[config.mk]
export PLATFORM = sky130hd
export DESIGN_NAME = sti_ctrl
export DESIGN_NICKNAME = d
export VERILOG_FILES = /design/src/rtl/sti_pkg.sv /design/src/rtl/sti_ctrl.sv
export VERILOG_INCLUDE_DIRS = /design/src /design/src/rtl
export SDC_FILE = /design/constraint.sdc
export NUM_CORES = 1
export LEC_CHECK = 0
export ABC_AREA = 1
export BUFFER_PORTS_ARGS = -buffer_cell sky130_fd_sc_hd__buf_2
export CORE_AREA = 5 5 124 215
export DETAILED_ROUTE_END_ITERATION = 10
export DIE_AREA = 0 0 129 220
export PLACE_DENSITY = 0.6
export SLEW_MARGIN = 40
export SYNTH_ARGS = -nofsm -noshare
export SYNTH_HDL_FRONTEND = slang
export SYNTH_SLANG_ARGS = --single-unit
[constraint.sdc]
create_clock -name clk_i -period 7.3 [get_ports clk_i]
set_input_delay 0.365 -clock clk_i [delete_from_list [all_inputs] [get_ports clk_i]]
set_output_delay 0.365 -clock clk_i [all_outputs]
set_load 0.02 [all_outputs]
[src/rtl/sorted_table_binary_insert_assert.svh]
// Assertion helpers for the RTL of the sorted key table, used by sti_ctrl.
// Every check is clocked on clk_i and held off while rst_ni is low.
`ifndef SORTED_TABLE_BINARY_INSERT_ASSERT_SVH
`define SORTED_TABLE_BINARY_INSERT_ASSERT_SVH

// Property must hold at every clock edge out of reset.
`define STB_ASSERT(lbl, prop, msg) \
  lbl: assert property (@(posedge clk_i) disable iff (!rst_ni) prop) else $error(msg);

// Condition must never be seen at a clock edge out of reset.
`define STB_ASSERT_NEVER(lbl, cond, msg) \
  `STB_ASSERT(lbl, !(cond), msg)

`endif

[src/rtl/sti_pkg.sv]
package sti_pkg;

  // Default geometry of the table
  localparam int unsigned DEPTH_DEF = 256;
  localparam int unsigned KEY_W_DEF = 32;

  // Fixed field widths of the transaction ports
  localparam int unsigned IDX_W     = 8;
  localparam int unsigned POS_W     = 8;
  localparam int unsigned CNT_OUT_W = 9;

  // Operation codes
  localparam logic OP_INSERT = 1'b0;
  localparam logic OP_READ   = 1'b1;

  // Result status codes
  typedef enum logic [2:0] {
    ST_INSERTED  = 3'd0,
    ST_DUPLICATE = 3'd1,
    ST_FULL      = 3'd2,
    ST_READ_OK   = 3'd3,
    ST_BAD_INDEX = 3'd4
  } status_e;

  // Result info handed from the engine to the output register
  typedef struct packed {
    status_e              status;
    logic [POS_W-1:0]     position;
    logic [CNT_OUT_W-1:0] entry_count;
  } res_info_t;

endpackage

[src/rtl/sti_ctrl.sv]
module sti_ctrl #(
  parameter int unsigned TABLE_DEPTH = 256,
  parameter int unsigned KEY_WIDTH   = 32
) (
  input  logic                            clk_i,
  input  logic                            rst_ni,
  input  logic                            cfg_we_i,
  input  logic                            cfg_wdata_i,
  input  logic                            in_valid_i,
  output logic                            in_stall_o,
  input  logic                            operation_i,
  input  logic [KEY_WIDTH-1:0]            key_i,
  input  logic [sti_pkg::IDX_W-1:0]       index_i,
  output logic                            res_valid_o,
  input  logic                            res_ready_i,
  output sti_pkg::res_info_t              res_info_o,
  output logic [KEY_WIDTH-1:0]            res_key_o,
  output logic                            ram_we_o,
  output logic [$clog2(TABLE_DEPTH)-1:0]  ram_waddr_o,
  output logic [KEY_WIDTH-1:0]            ram_wdata_o,
  output logic                            ram_re_o,
  output logic [$clog2(TABLE_DEPTH)-1:0]  ram_raddr_o,
  input  logic [KEY_WIDTH-1:0]            ram_rdata_i
);

  import sti_pkg::*;

`include "sorted_table_binary_insert_assert.svh"

  localparam int unsigned ADDR_W = $clog2(TABLE_DEPTH);
  localparam int unsigned CNT_W  = $clog2(TABLE_DEPTH + 1);
  localparam logic [CNT_W-1:0] CNT_ONE   = CNT_W'(1);
  localparam logic [CNT_W-1:0] DEPTH_CNT = CNT_W'(TABLE_DEPTH);

  // Engine states
  localparam logic [2:0] S_IDLE     = 3'd0;
  localparam logic [2:0] S_SRCH_RD  = 3'd1;
  localparam logic [2:0] S_SRCH_CMP = 3'd2;
  localparam logic [2:0] S_SHIFT    = 3'd3;
  localparam logic [2:0] S_PUT      = 3'd4;
  localparam logic [2:0] S_RD_WAIT  = 3'd5;
  localparam logic [2:0] S_DONE     = 3'd6;

  logic [2:0]           state_q, state_d;
  logic [CNT_W-1:0]     count_q, count_d;
  logic                 allow_dup_q;
  logic [KEY_WIDTH-1:0] key_q, key_d;
  logic [CNT_W-1:0]     left_q, left_d;
  logic [CNT_W-1:0]     right_q, right_d;
  logic [CNT_W-1:0]     mid_q, mid_d;
  logic [CNT_W-1:0]     pos_q, pos_d;
  logic [CNT_W-1:0]     sh_i_q, sh_i_d;
  logic                 sh_wv_q, sh_wv_d;
  logic [ADDR_W-1:0]    sh_wa_q, sh_wa_d;
  status_e              status_q, status_d;
  logic [KEY_WIDTH-1:0] rk_q, rk_d;

  logic [CNT_W:0]       mid_sum;
  logic [CNT_W-1:0]     mid_calc;
  logic [CNT_W-1:0]     mid_m1;
  logic [CNT_W-1:0]     sh_i_m1;
  logic [CNT_W+IDX_W-1:0]  idx_ext;
  logic [CNT_W+IDX_W-1:0]  cnt_ext;
  logic [ADDR_W+IDX_W-1:0] idx_addr;
  logic [CNT_W+POS_W:0]    pos_wide;
  logic [CNT_W+CNT_OUT_W:0] cnt_wide;
  logic                 key_lt, key_eq;
  logic                 left_adj, right_adj;

  // Midpoint of the current search window and its zero-based entry
  assign mid_sum  = {1'b0, left_q} + {1'b0, right_q};
  assign mid_calc = mid_sum[CNT_W:1];
  assign mid_m1   = mid_q - CNT_ONE;
  assign sh_i_m1  = sh_i_q - CNT_ONE;

  // Signed key compare against the entry just read
  assign key_lt = $signed(key_q) < $signed(ram_rdata_i);
  assign key_eq = key_q == ram_rdata_i;

  // Window closes once the bounds become neighbors
  assign left_adj  = ({1'b0, left_q} + {{CNT_W{1'b0}}, 1'b1}) == {1'b0, mid_q};
  assign right_adj = ({1'b0, mid_q} + {{CNT_W{1'b0}}, 1'b1}) == {1'b0, right_q};

  // Read index against the count at a common width
  assign idx_ext  = {{CNT_W{1'b0}}, index_i};
  assign cnt_ext  = {{IDX_W{1'b0}}, count_q};
  assign idx_addr = {{ADDR_W{1'b0}}, index_i};

  assign in_stall_o = state_q != S_IDLE;

  // Next-state and memory request logic
  always_comb begin
    state_d     = state_q;
    count_d     = count_q;
    key_d       = key_q;
    left_d      = left_q;
    right_d     = right_q;
    mid_d       = mid_q;
    pos_d       = pos_q;
    sh_i_d      = sh_i_q;
    sh_wv_d     = sh_wv_q;
    sh_wa_d     = sh_wa_q;
    status_d    = status_q;
    rk_d        = rk_q;
    ram_we_o    = 1'b0;
    ram_waddr_o = sh_wa_q;
    ram_wdata_o = ram_rdata_i;
    ram_re_o    = 1'b0;
    ram_raddr_o = mid_m1[ADDR_W-1:0];
    res_valid_o = 1'b0;

    case (state_q)
      S_IDLE: begin
        if (in_valid_i) begin
          key_d  = key_i;
          pos_d  = '0;
          rk_d   = '0;
          sh_wv_d = 1'b0;
          if (operation_i == OP_READ) begin
            if (idx_ext < cnt_ext) begin
              ram_re_o    = 1'b1;
              ram_raddr_o = idx_addr[ADDR_W-1:0];
              status_d    = ST_READ_OK;
              state_d     = S_RD_WAIT;
            end else begin
              status_d = ST_BAD_INDEX;
              state_d  = S_DONE;
            end
          end else if (count_q >= DEPTH_CNT) begin
            status_d = ST_FULL;
            state_d  = S_DONE;
          end else if (count_q == '0) begin
            sh_i_d  = count_q;
            state_d = S_SHIFT;
          end else begin
            left_d  = '0;
            right_d = count_q + CNT_ONE;
            state_d = S_SRCH_RD;
          end
        end
      end

      S_SRCH_RD: begin
        // Fetch entry mid-1 of the window
        mid_d       = mid_calc;
        ram_re_o    = 1'b1;
        ram_raddr_o = ADDR_W'(mid_calc - CNT_ONE);
        state_d     = S_SRCH_CMP;
      end

      S_SRCH_CMP: begin
        sh_i_d = count_q;
        if (key_eq) begin
          if (!allow_dup_q) begin
            status_d = ST_DUPLICATE;
            state_d  = S_DONE;
          end else begin
            pos_d   = mid_m1;
            state_d = S_SHIFT;
          end
        end else if (key_lt) begin
          right_d = mid_q;
          if (left_adj) begin
            pos_d   = mid_m1;
            state_d = S_SHIFT;
          end else begin
            state_d = S_SRCH_RD;
          end
        end else begin
          left_d = mid_q;
          if (right_adj) begin
            pos_d   = mid_q;
            state_d = S_SHIFT;
          end else begin
            state_d = S_SRCH_RD;
          end
        end
      end

      S_SHIFT: begin
        // Move entry i-1 up to i; each write lands in the cycle after its read, overlapped with the next read
        ram_we_o = sh_wv_q;
        if (sh_i_q > pos_q) begin
          ram_re_o    = 1'b1;
          ram_raddr_o = sh_i_m1[ADDR_W-1:0];
          sh_wv_d     = 1'b1;
          sh_wa_d     = sh_i_q[ADDR_W-1:0];
          sh_i_d      = sh_i_m1;
        end else begin
          sh_wv_d = 1'b0;
          if (!sh_wv_q) begin
            state_d = S_PUT;
          end
        end
      end

      S_PUT: begin
        ram_we_o    = 1'b1;
        ram_waddr_o = pos_q[ADDR_W-1:0];
        ram_wdata_o = key_q;
        count_d     = count_q + CNT_ONE;
        status_d    = ST_INSERTED;
        state_d     = S_DONE;
      end

      S_RD_WAIT: begin
        rk_d    = ram_rdata_i;
        state_d = S_DONE;
      end

      S_DONE: begin
        res_valid_o = 1'b1;
        if (res_ready_i) begin
          state_d = S_IDLE;
        end
      end

      default: begin
        state_d = S_IDLE;
      end
    endcase
  end

  // Control state
  always_ff @(posedge clk_i or negedge rst_ni) begin
    if (!rst_ni) begin
      state_q     <= S_IDLE;
      count_q     <= '0;
      allow_dup_q <= 1'b0;
      sh_wv_q     <= 1'b0;
    end else begin
      state_q <= state_d;
      count_q <= count_d;
      sh_wv_q <= sh_wv_d;
      if (cfg_we_i) begin
        allow_dup_q <= cfg_wdata_i;
      end
    end
  end

  // Working registers
  always_ff @(posedge clk_i) begin
    key_q    <= key_d;
    left_q   <= left_d;
    right_q  <= right_d;
    mid_q    <= mid_d;
    pos_q    <= pos_d;
    sh_i_q   <= sh_i_d;
    sh_wa_q  <= sh_wa_d;
    status_q <= status_d;
    rk_q     <= rk_d;
  end

  // Result fields, fitted to the port widths
  assign pos_wide = {{(POS_W + 1){1'b0}}, pos_q};
  assign cnt_wide = {{(CNT_OUT_W + 1){1'b0}}, count_q};

  assign res_info_o.status      = status_q;
  assign res_info_o.position    = pos_wide[POS_W-1:0];
  assign res_info_o.entry_count = cnt_wide[CNT_OUT_W-1:0];
  assign res_key_o              = rk_q;

  `STB_ASSERT(a_count_le_depth, count_q <= DEPTH_CNT, "count beyond table depth")
  `STB_ASSERT_NEVER(a_no_write_in_lookup,
    ram_we_o && (state_q == S_SRCH_RD || state_q == S_SRCH_CMP || state_q == S_RD_WAIT),
    "table written during lookup")
  `STB_ASSERT(a_window_order,
    state_q == S_SRCH_CMP |-> (left_q < mid_q && mid_q < right_q),
    "search midpoint outside window")
  `STB_ASSERT(a_put_bumps_count,
    state_q == S_PUT |=> count_q == $past(count_q) + CNT_ONE,
    "insert did not bump count")

endmodule

==> run metrics, run 1 <==
grt total ovfl 0; Net Sw Frac 0.485; vias in the first global route 7,564; Syn Area/Cell 8.59 um2; DRT Wirelength 27,200 um; GRT Util Overall 0.193; Comb power frac 0.527; sequential share of power 0.311; Final Hold Viols 0; core footprint 24,900 um2; Iteration-0 DRC Markers 393; Setup violations, final 0; max-slew violations 0; WL met2 15,400 um; Leak 4.79 nW; clock tree buffer depth 2; PwrDens 469 nW/um2; post-cts gate resize count 0; Yosys warnings 0; most common flop cell mapped by yosys edfxtp_1; Reg clk slew, reported paths 60 ps; Slowest-stage cell, CP edfxtp_1; CTS buffer count 17; wire length on met1 9210 um; crit path capture type primary output; RSZ-0062 raised after global routing no; setup TNS 0 ps; largest net degree at the start of global routing 76; Peak VDD IR 0.000196 V; H-tree Lvls 4; fraction of layout cells with a size suffix above 1 0.207; fin area 10,300 um2; Die Height 220 um; clock group share of total power 0.162; Post-Synthesis Cells 991; I/O Buffers 182; FF+latch count, synth 134; Setup CP Type flip-flop to primary output; Post-Syn Nets 1,134; max-cap viol count 0; final std cells w/o fill 1,501; outcome complete, no violations; Post-Syn Area 8520 um2; # fillers 2,592; n_diodes 0; NetSw 0.00234 W; die area 28,400 um2; DR top layer met4; post-layout minimum cycle time 3310 ps; # rows 77; Hold Path Class input port to flip-flop; CP top delay family simple AND/OR/NAND/NOR gates; period utilisation layout 0.454; clk_skew 9.20 ps; GPL Wtd Cong 0.934; cell count after placement 1,468; count of unique library cells instantiated by Yosys 47; maximum clock frequency 302 MHz; clock latency on the worst-skew pair 440 ps; post-synthesis sequential area ratio 0.464; Root Buffer Master clkbuf_16; area delta synth->final 20.9%; placed cell areas 9750 um2; Multi-input gate area 3910 um2; clk sink count 134; final net count 1,315; Reg2Reg Setup Slack 4310 ps; Post-DRT Antenna Nets 0; Least-Margin Pin Slew 745 ps; largest cells by area after synthesis edfxtp_1 (42%), nand2_1 (9.7%), ha_1 (9.3%), inv_1 (6.0%), o21ai_0 (5.3%); CP arrival 2950 ps; dominant cell type by area after synthesis edfxtp_1; post-DP HPWL 22,100 um; Worst Path Buf+Inv 1; CP max stage delay 500 ps; CP startpoint kind flip-flop; setup bufs post-CTS 0; Initial Utilization 0.343; crit-path cells ha_1, nand2_1, o21ai_2, nand3_1, nand2_1, xor2_1, nand4_1, nand3_1, nand4_1, buf_2; Reg area 3950 um2; met3 WL 1290 um; CP max FO 7; Die X 129 um; FFs w/ async S/R, synth 0.104; hold-fix buffers at CTS 1; antenna violations before repair 0; Ports 183; wire length of the first global-routing pass 40,600 um; Vias per Instance 4.97; Worst slew margin 0.498; Initial DRT Pass Iterations 5; CTS tree yes; number of synthesized flops with an enable pin 120; Int Pwr 0.00249 W; Yosys top cell area share 0.423; worst endpoint required time 6930 ps; vias post-DR 7,454; DR WL/cell 18.1 um; DR DRC count 0
-- area by class of cell --
cell class / count / share of cell area
clock buffer: 19 / 0.0421
clock inverter: 13 / 0.00875
inverter: 141 / 0.0514
multi-input combinational: 688 / 0.380
sequential: 134 / 0.384
tap: 316 / 0.0384
timing repair buffer: 190 / 0.0953
-- state kept, by name (all words and copies together) (netlist names) --
signal,cells
allow_dup_q,1
right_q,9
count_q,9
pos_q,9
state_q,3
sh_i_q,9
key_q,32
res_key_o,32
status_q,3
mid_q,9
left_q,9
sh_wv_q,1
sh_wa_q,8
-- worst paths after layout --
kind | cells after the start | to | from
min in group asynchronous | 2 | count_q[5] | rst_ni
min reg2reg | 2 | sh_wv_q | sh_wv_q
max reg2reg | 9 | left_q[8] | key_q[31]
max in group asynchronous | 2 | state_q[0] | rst_ni
max | 10 | ram_raddr_o[7] | left_q[2]
min | 1 | key_q[10] | key_i[10]
-- synth_stat cells (all sizes together) (11+ instances only) --
| cell type | n |
|---|---|
| nand2 | 223 |
| inv | 141 |
| edfxtp | 120 |
| nor2 | 99 |
| o21ai | 96 |
| ha | 63 |
| nand3 | 52 |
| a21oi | 45 |
| xor2 | 26 |
| buf | 17 |
| dfrtp | 14 |
| nand4 | 14 |
| nor3 | 13 |
| xnor2 | 12 |
| clkbuf | 11 |
-- placed cells by master (no fill, tap or decap), types with 3 or more instances in the layout --
master / n
a21oi_1: 42
a21oi_2: 3
a22oi_1: 8
a31oi_1: 4
and3_1: 3
buf_2: 182
buf_4: 6
clkbuf_16: 17
clkinv_1: 6
clkinv_2: 3
clkinvlp_4: 3
dfrtp_1: 14
edfxtp_1: 120
ha_1: 63
inv_1: 137
inv_2: 4
nand2_1: 220
nand2_2: 3
nand3_1: 49
nand3_2: 3
nand3b_1: 6
nand4_1: 14
nor2_1: 92
nor2_2: 4
nor2_4: 3
nor3_1: 10
o211ai_1: 6
o21a_1: 3
o21ai_0: 91
o21ai_2: 3
xnor2_1: 11
xor2_1: 25
-- power by group through the flow --
stage / Clock [W] / Combinational (W) / Sequential [W]
2_1_floorplan: 0 / 0.00171 / 0.00149
3_3_place_gp: 0 / 0.00254 / 0.00151
3_5_place_dp: 0 / 0.00257 / 0.00151
4_1_cts: 0.000799 / 0.00257 / 0.00150
5_1_grt: 0.000831 / 0.00284 / 0.00153
6_report: 0.000782 / 0.00254 / 0.00150
-- metal layers --
metal	track usage	vias to the layer above
li1	-	3682
met1	0.183	3481
met2	0.377	233
met3	0.0422	58
met4	0.0992	0
met5	0	-
-- cell families (layout without fill, tap and decap cells) --
| logic type | count (synthesis) | in the layout | share of synthesized area |
|---|---|---|---|
| AND/OR/NAND/NOR | 415 | 415 | 0.208 |
| adder cells (fa/ha/maj) | 64 | 64 | 0.0949 |
| XOR/XNOR | 38 | 38 | 0.0408 |
| AO/OA/AOI/OAI | 171 | 171 | 0.112 |
| flip-flops | 134 | 134 | 0.464 |
| buffers and inverters | 169 | 363 | 0.0799 |
-- per-stage QoR --
stage,util,total power (W),hold slack (ps),setup WS [ps]
after floorplan,-,0.00320,69.4,3430
after global placement,0.392,0.00406,286,4120
after detailed placement,0.392,0.00408,287,4190
after CTS,0.414,0.00487,77.9,3920
after global routing,0.414,0.00519,80.4,3740
final,0.414,0.00483,100,3990
-- worst register-to-register path, stage by stage, from the launching register on --
cell,delay (ps)
edfxtp_1,390
ha_1,400
nand2_2,100
nor3_2,300
and3_1,260
nand2_1,90
nand3_2,120
nand3_2,240
nand2_2,230
and3_1,490
Note: power is estimated with default switching activity, not from simulation.
==> run 2, diff against run 1 <==
clock period = 3.1 ns   (was 7.3 ns; I/O delays follow)
==> run 2 against run 1 <==
Register-to-register slack got worse by 4000 ps. Die area unchanged. Largest cell class unchanged. Critical path depth increased by 1. Hold slack got worse by 46 ps. Flip-flop and latch count unchanged. Wire length is 1.2% higher. Final cell count is 3.7% higher. Non-clock buffer count up 55. Power increased by 150%. First-iteration DRC count up 9.7%.
==> run metrics, run 2 (synthesis gave the netlist of run 1 again) <==
commonest non-fill, non-tap cell in the layout nand2_1; Setup violations, final 0; Iteration-0 DRC Markers 431; CP max FO 3; core footprint 24,900 um2; n_diodes 0; fraction of layout cells with a size suffix above 1 0.226; min-delay src ram_rdata_i[23]; max-cap viol count 0; antenna violations before repair 1; I/O Buffers 182; CTS buffer count 17; Initial DRT Pass Iterations 5; RSZ-0062 raised after global routing yes; DR DRC count 0; GPL Wtd Cong 0.892; Reg clk slew, reported paths 60 ps; wire length of the first global-routing pass 41,500 um; post-DP HPWL 22,100 um; Worst setup startpoint right_q[0]; H-tree Lvls 4; Worst slew margin 0.532; fin area 10,900 um2; R2R depth 9; final net count 1,370; Least-Margin Pin Slew 702 ps; Hold Path Depth 3; clock latency on the worst-skew pair 430 ps; Leak 5.08 nW; period utilisation layout 0.950; DP Worst Slack 240 ps; outcome complete, no violations; hold endpoint res_key_o[23]; GRT Util Overall 0.195; Reg2Reg Setup Slack 330 ps; PwrDens 1100 nW/um2; critical path's most frequent cell nand2_1; vias post-DR 7,710; Die X 129 um; maximum clock frequency 340 MHz; Post-DRT Antenna Nets 0; die area 28,400 um2; Hold Path Class input port to flip-flop; final setup margin 156 ps; Setup CP Type flip-flop to primary output; crit path capture type primary output; Peak VDD IR 0.000463 V; Slowest-stage cell, CP fa_1; final hold slack 54.8 ps; clk_skew 11.4 ps; area delta synth->final 28.0%; largest net degree at the start of global routing 75; # rows 77; CP arrival 2790 ps; Final Hold Viols 0; launching point of the worst reg2reg path key_q[31]; placed cell areas 9770 um2; setup TNS 0 ps; CP startpoint kind flip-flop; Initial Utilization 0.343; CTS tree yes; clk sink count 134; vias in the first global route 7,808; crit-path cells nand2_1, fa_1, o21ai_2, xor2_2, nand2_1, nor2_2, nand3_1, a21oi_1, o21ai_1, o211ai_1, buf_2; Root Buffer Master clkbuf_16; worst endpoint required time 2940 ps; grt total ovfl 0; post-layout minimum cycle time 2940 ps; CP max stage delay 450 ps; max-slew violations 0; Reg2Reg Capture Point left_q[5]; Die Height 220 um; Vias per Instance 4.96; DRT Wirelength 27,500 um; DR WL/cell 17.7 um; clock tree buffer depth 2; most frequent cells in the layout nand2_1 (218), buf_2 (182), inv_1 (136); Ports 183
-- run 2: worst max-delay path by stage --
| stage | endpoint | slack (ps) | cells past startpoint |
|---|---|---|---|
| final | ram_raddr_o[6] | 160 | 11 |
| after global routing | ram_raddr_o[5] | -30 | 9 |
| after CTS | ram_raddr_o[5] | -0.2 | 10 |
| after detailed placement | left_q[7] | 240 | 9 |
| after global placement | left_q[8] | 330 | 9 |
| after floorplan | sh_i_q[0] | 160 | 9 |
-- run 2: layout make-up --
class                   count  area (um2)
clock buffers              18         429
repair buffers            245        1470
fillers                  2460       14000
clock inverters            14         183
multi-input cells         688        3940
flip-flops and latches    134        3960
well taps                 316         395
inverters                 141         529
-- run 2: worst max-delay path, delay by kind of cell, from the launching register on --
family	cells	cell delay, ps
buffers and inverters	1	190
and+or+nand+nor	4	450
adders and majority gates	1	450
DFF	1	440
xor gates and xnor gates	1	210
AOI/OAI and AO/OA	4	590
-- run 2: repair_timing --
item,4_1_cts,5_1_grt
pin swaps,0,5
buffers inserted,0,18
hold endpoints to repair,47,0
setup endpoints to repair,6,17
gates resized for setup,2,11
hold buffers,35,0
-- run 2: per-stage QoR --
| stage | utilization | cells | power (W) |
|---|---|---|---|
| final | 0.439 | 1556 | 0.0120 |
| after global routing | 0.439 | 1556 | 0.0129 |
| after CTS | 0.432 | 1538 | 0.0118 |
| after detailed placement | 0.393 | 1471 | 0.00962 |
| after global placement | 0.393 | 1471 | 0.00955 |
| after floorplan | - | 991 | 0.00754 |
-- run 2: metal layers --
metal,part of all wire,track usage
met1,0.34,0.185
met2,0.57,0.387
met3,0.047,0.0410
met4,0.042,0.0925
met5,0.00025,0
-- run 2: power breakdown --
group / switching [W] / total, W / internal, W
combinational: 0.00422 / 0.00633 / 0.00211
clock: 0.000780 / 0.00212 / 0.00134
sequential: 0.000608 / 0.00353 / 0.00292
total: 0.00561 / 0.0120 / 0.00637
==> run 3, diff against run 2 <==
BUFFER_PORTS_ARGS = not set   (was -buffer_cell sky130_fd_sc_hd__buf_2)
DONT_BUFFER_PORTS = 1   (was not set)
PLACE_DENSITY = 0.53   (was 0.6)
==> run 3 against run 2 <==
Worst setup slack better by 6.6 ps. Critical path depth down 1. Utilization down 2.1 points. Critical endpoint is now ram_raddr_o[7]. Largest cell class is now multi-input combinational cells.
==> run metrics, run 3 (synthesis gave the netlist of run 1 again) <==
outcome complete, no violations; fraction of layout cells with a size suffix above 1 0.106; vias in the first global route 7,278; Worst Path Buf+Inv 1; post-layout minimum cycle time 2940 ps; Final Hold Viols 0; Reg2Reg Capture Point left_q[8]; H-tree Lvls 4; Setup violations, final 0; Hold Path Class input port to flip-flop; # fillers 2,460; area delta synth->final 21.9%; hold endpoint sh_i_q[6]; DRT Wirelength 28,000 um; Setup CP Type flip-flop to primary output; CP max FO 5; clk sink count 134; worst endpoint required time 2940 ps; CP arrival 2780 ps; PwrDens 1110 nW/um2; min-delay src operation_i; Leak 4.48 nW; R2R depth 10; die area 28,400 um2; maximum clock frequency 340 MHz; final hold slack 117 ps; GRT Util Overall 0.197; Slowest-stage cell, CP edfxtp_1; Root Buffer Master clkbuf_16; CP startpoint kind flip-flop; Hold Path Depth 2; Initial DRT Pass Iterations 5; Die Height 220 um; DR WL/cell 19.7 um; # rows 77; Post-DRT Antenna Nets 0; grt total ovfl 0; clk_skew 13.5 ps; Iteration-0 DRC Markers 285; core footprint 24,900 um2; largest net degree at the start of global routing 53; Vias per Instance 5.12; DR DRC count 0; DP Worst Slack 157 ps; Initial Utilization 0.343; CP top delay family simple AND/OR/NAND/NOR gates; setup TNS 0 ps; launching point of the worst reg2reg path key_q[31]; final net count 1,232; commonest non-fill, non-tap cell in the layout nand2_1; Least-Margin Pin Slew 750 ps; clock latency on the worst-skew pair 440 ps; antenna violations before repair 2; CP max stage delay 490 ps; Worst slew margin 0.495; Peak VDD IR 0.000490 V; max-slew violations 0; CTS tree yes; CTS buffer count 17; crit path capture type primary output; Ports 183; period utilisation layout 0.948; max-cap viol count 0; I/O Buffers 0; Reg clk slew, reported paths 60 ps; RSZ-0062 raised after global routing yes; crit-path cells buf_4, ha_1, nand2_1, o21ai_4, nand3_1, nand2_1, xor2_4, nand4_1, nand3_1, nand4_1; vias post-DR 7,263; Reg2Reg Setup Slack 310 ps; wire length of the first global-routing pass 41,300 um; post-DP HPWL 22,300 um; final setup margin 162 ps; Die X 129 um; clock tree buffer depth 2; GPL Wtd Cong 0.903; most frequent cells in the layout nand2_1 (216), inv_1 (136), edfxtp_1 (120)
-- run 3: cell types whose count changed in the layout (fill, tap and decap cells not counted), moves of 4 or more --
| cell | previous run | this run |
|---|---|---|
| buf_2 | 182 | 0 |
| bufinv_16 | 4 | 0 |
| dlygate4sd3_1 | 35 | 69 |
| buf_4 | 28 | 38 |
-- run 3: per-layer routing --
metal / share of wire / track usage
met5: 0 / 0
met4: 0.061 / 0.120
met3: 0.053 / 0.0514
met2: 0.55 / 0.369
met1: 0.34 / 0.188
-- run 3: area by class of cell --
class | instances | area [um2] | share of cell area
Timing Repair Buffer | 107 | 976 | 0.0940
Sequential cell | 134 | 3960 | 0.381
Tap cell | 316 | 395 | 0.0381
Multi-Input combinational cell | 688 | 4010 | 0.386
Clock buffer | 17 | 425 | 0.0410
Antenna cell | 2 | 5.00 | 0.000482
Clock inverter | 14 | 87.6 | 0.00844
Inverter | 141 | 529 | 0.0510
-- run 3: worst max path at each step --
stage | cells past startpoint | endpoint | startpoint | slack, ps
global placement | 9 | left_q[6] | key_q[31] | 230
finish | 10 | ram_raddr_o[7] | left_q[1] | 160
CTS | 11 | ram_raddr_o[2] | count_q[4] | 20
detailed placement | 10 | left_q[6] | key_q[31] | 160
floorplan | 9 | sh_i_q[0] | sh_i_q[6] | 160
global route | 9 | ram_raddr_o[7] | left_q[1] | -5
-- run 3: power by group --
part	switching (W)	total, W	internal, W
Combinational	0.00402	0.00592	0.00191
Clock	0.000795	0.00180	0.00100
Sequential	0.000895	0.00383	0.00293
-- run 3: stage by stage --
step	util	area (um2)	std cells	total power [W]
floorplan	-	8520	991	0.00754
global placement	0.361	8980	1306	0.00933
detailed placement	0.361	8980	1306	0.00935
CTS	0.413	10300	1409	0.0115
global route	0.418	10400	1418	0.0123
finish	0.418	10400	1419	0.0115
-- run 3: what timing repair did --
item	in CTS	in global routing
hold buffers	69	0
resized for setup	10	17
setup endpoints to repair	6	17
setup buffers	3	8
hold endpoints to repair	82	0
pin swaps	6	5
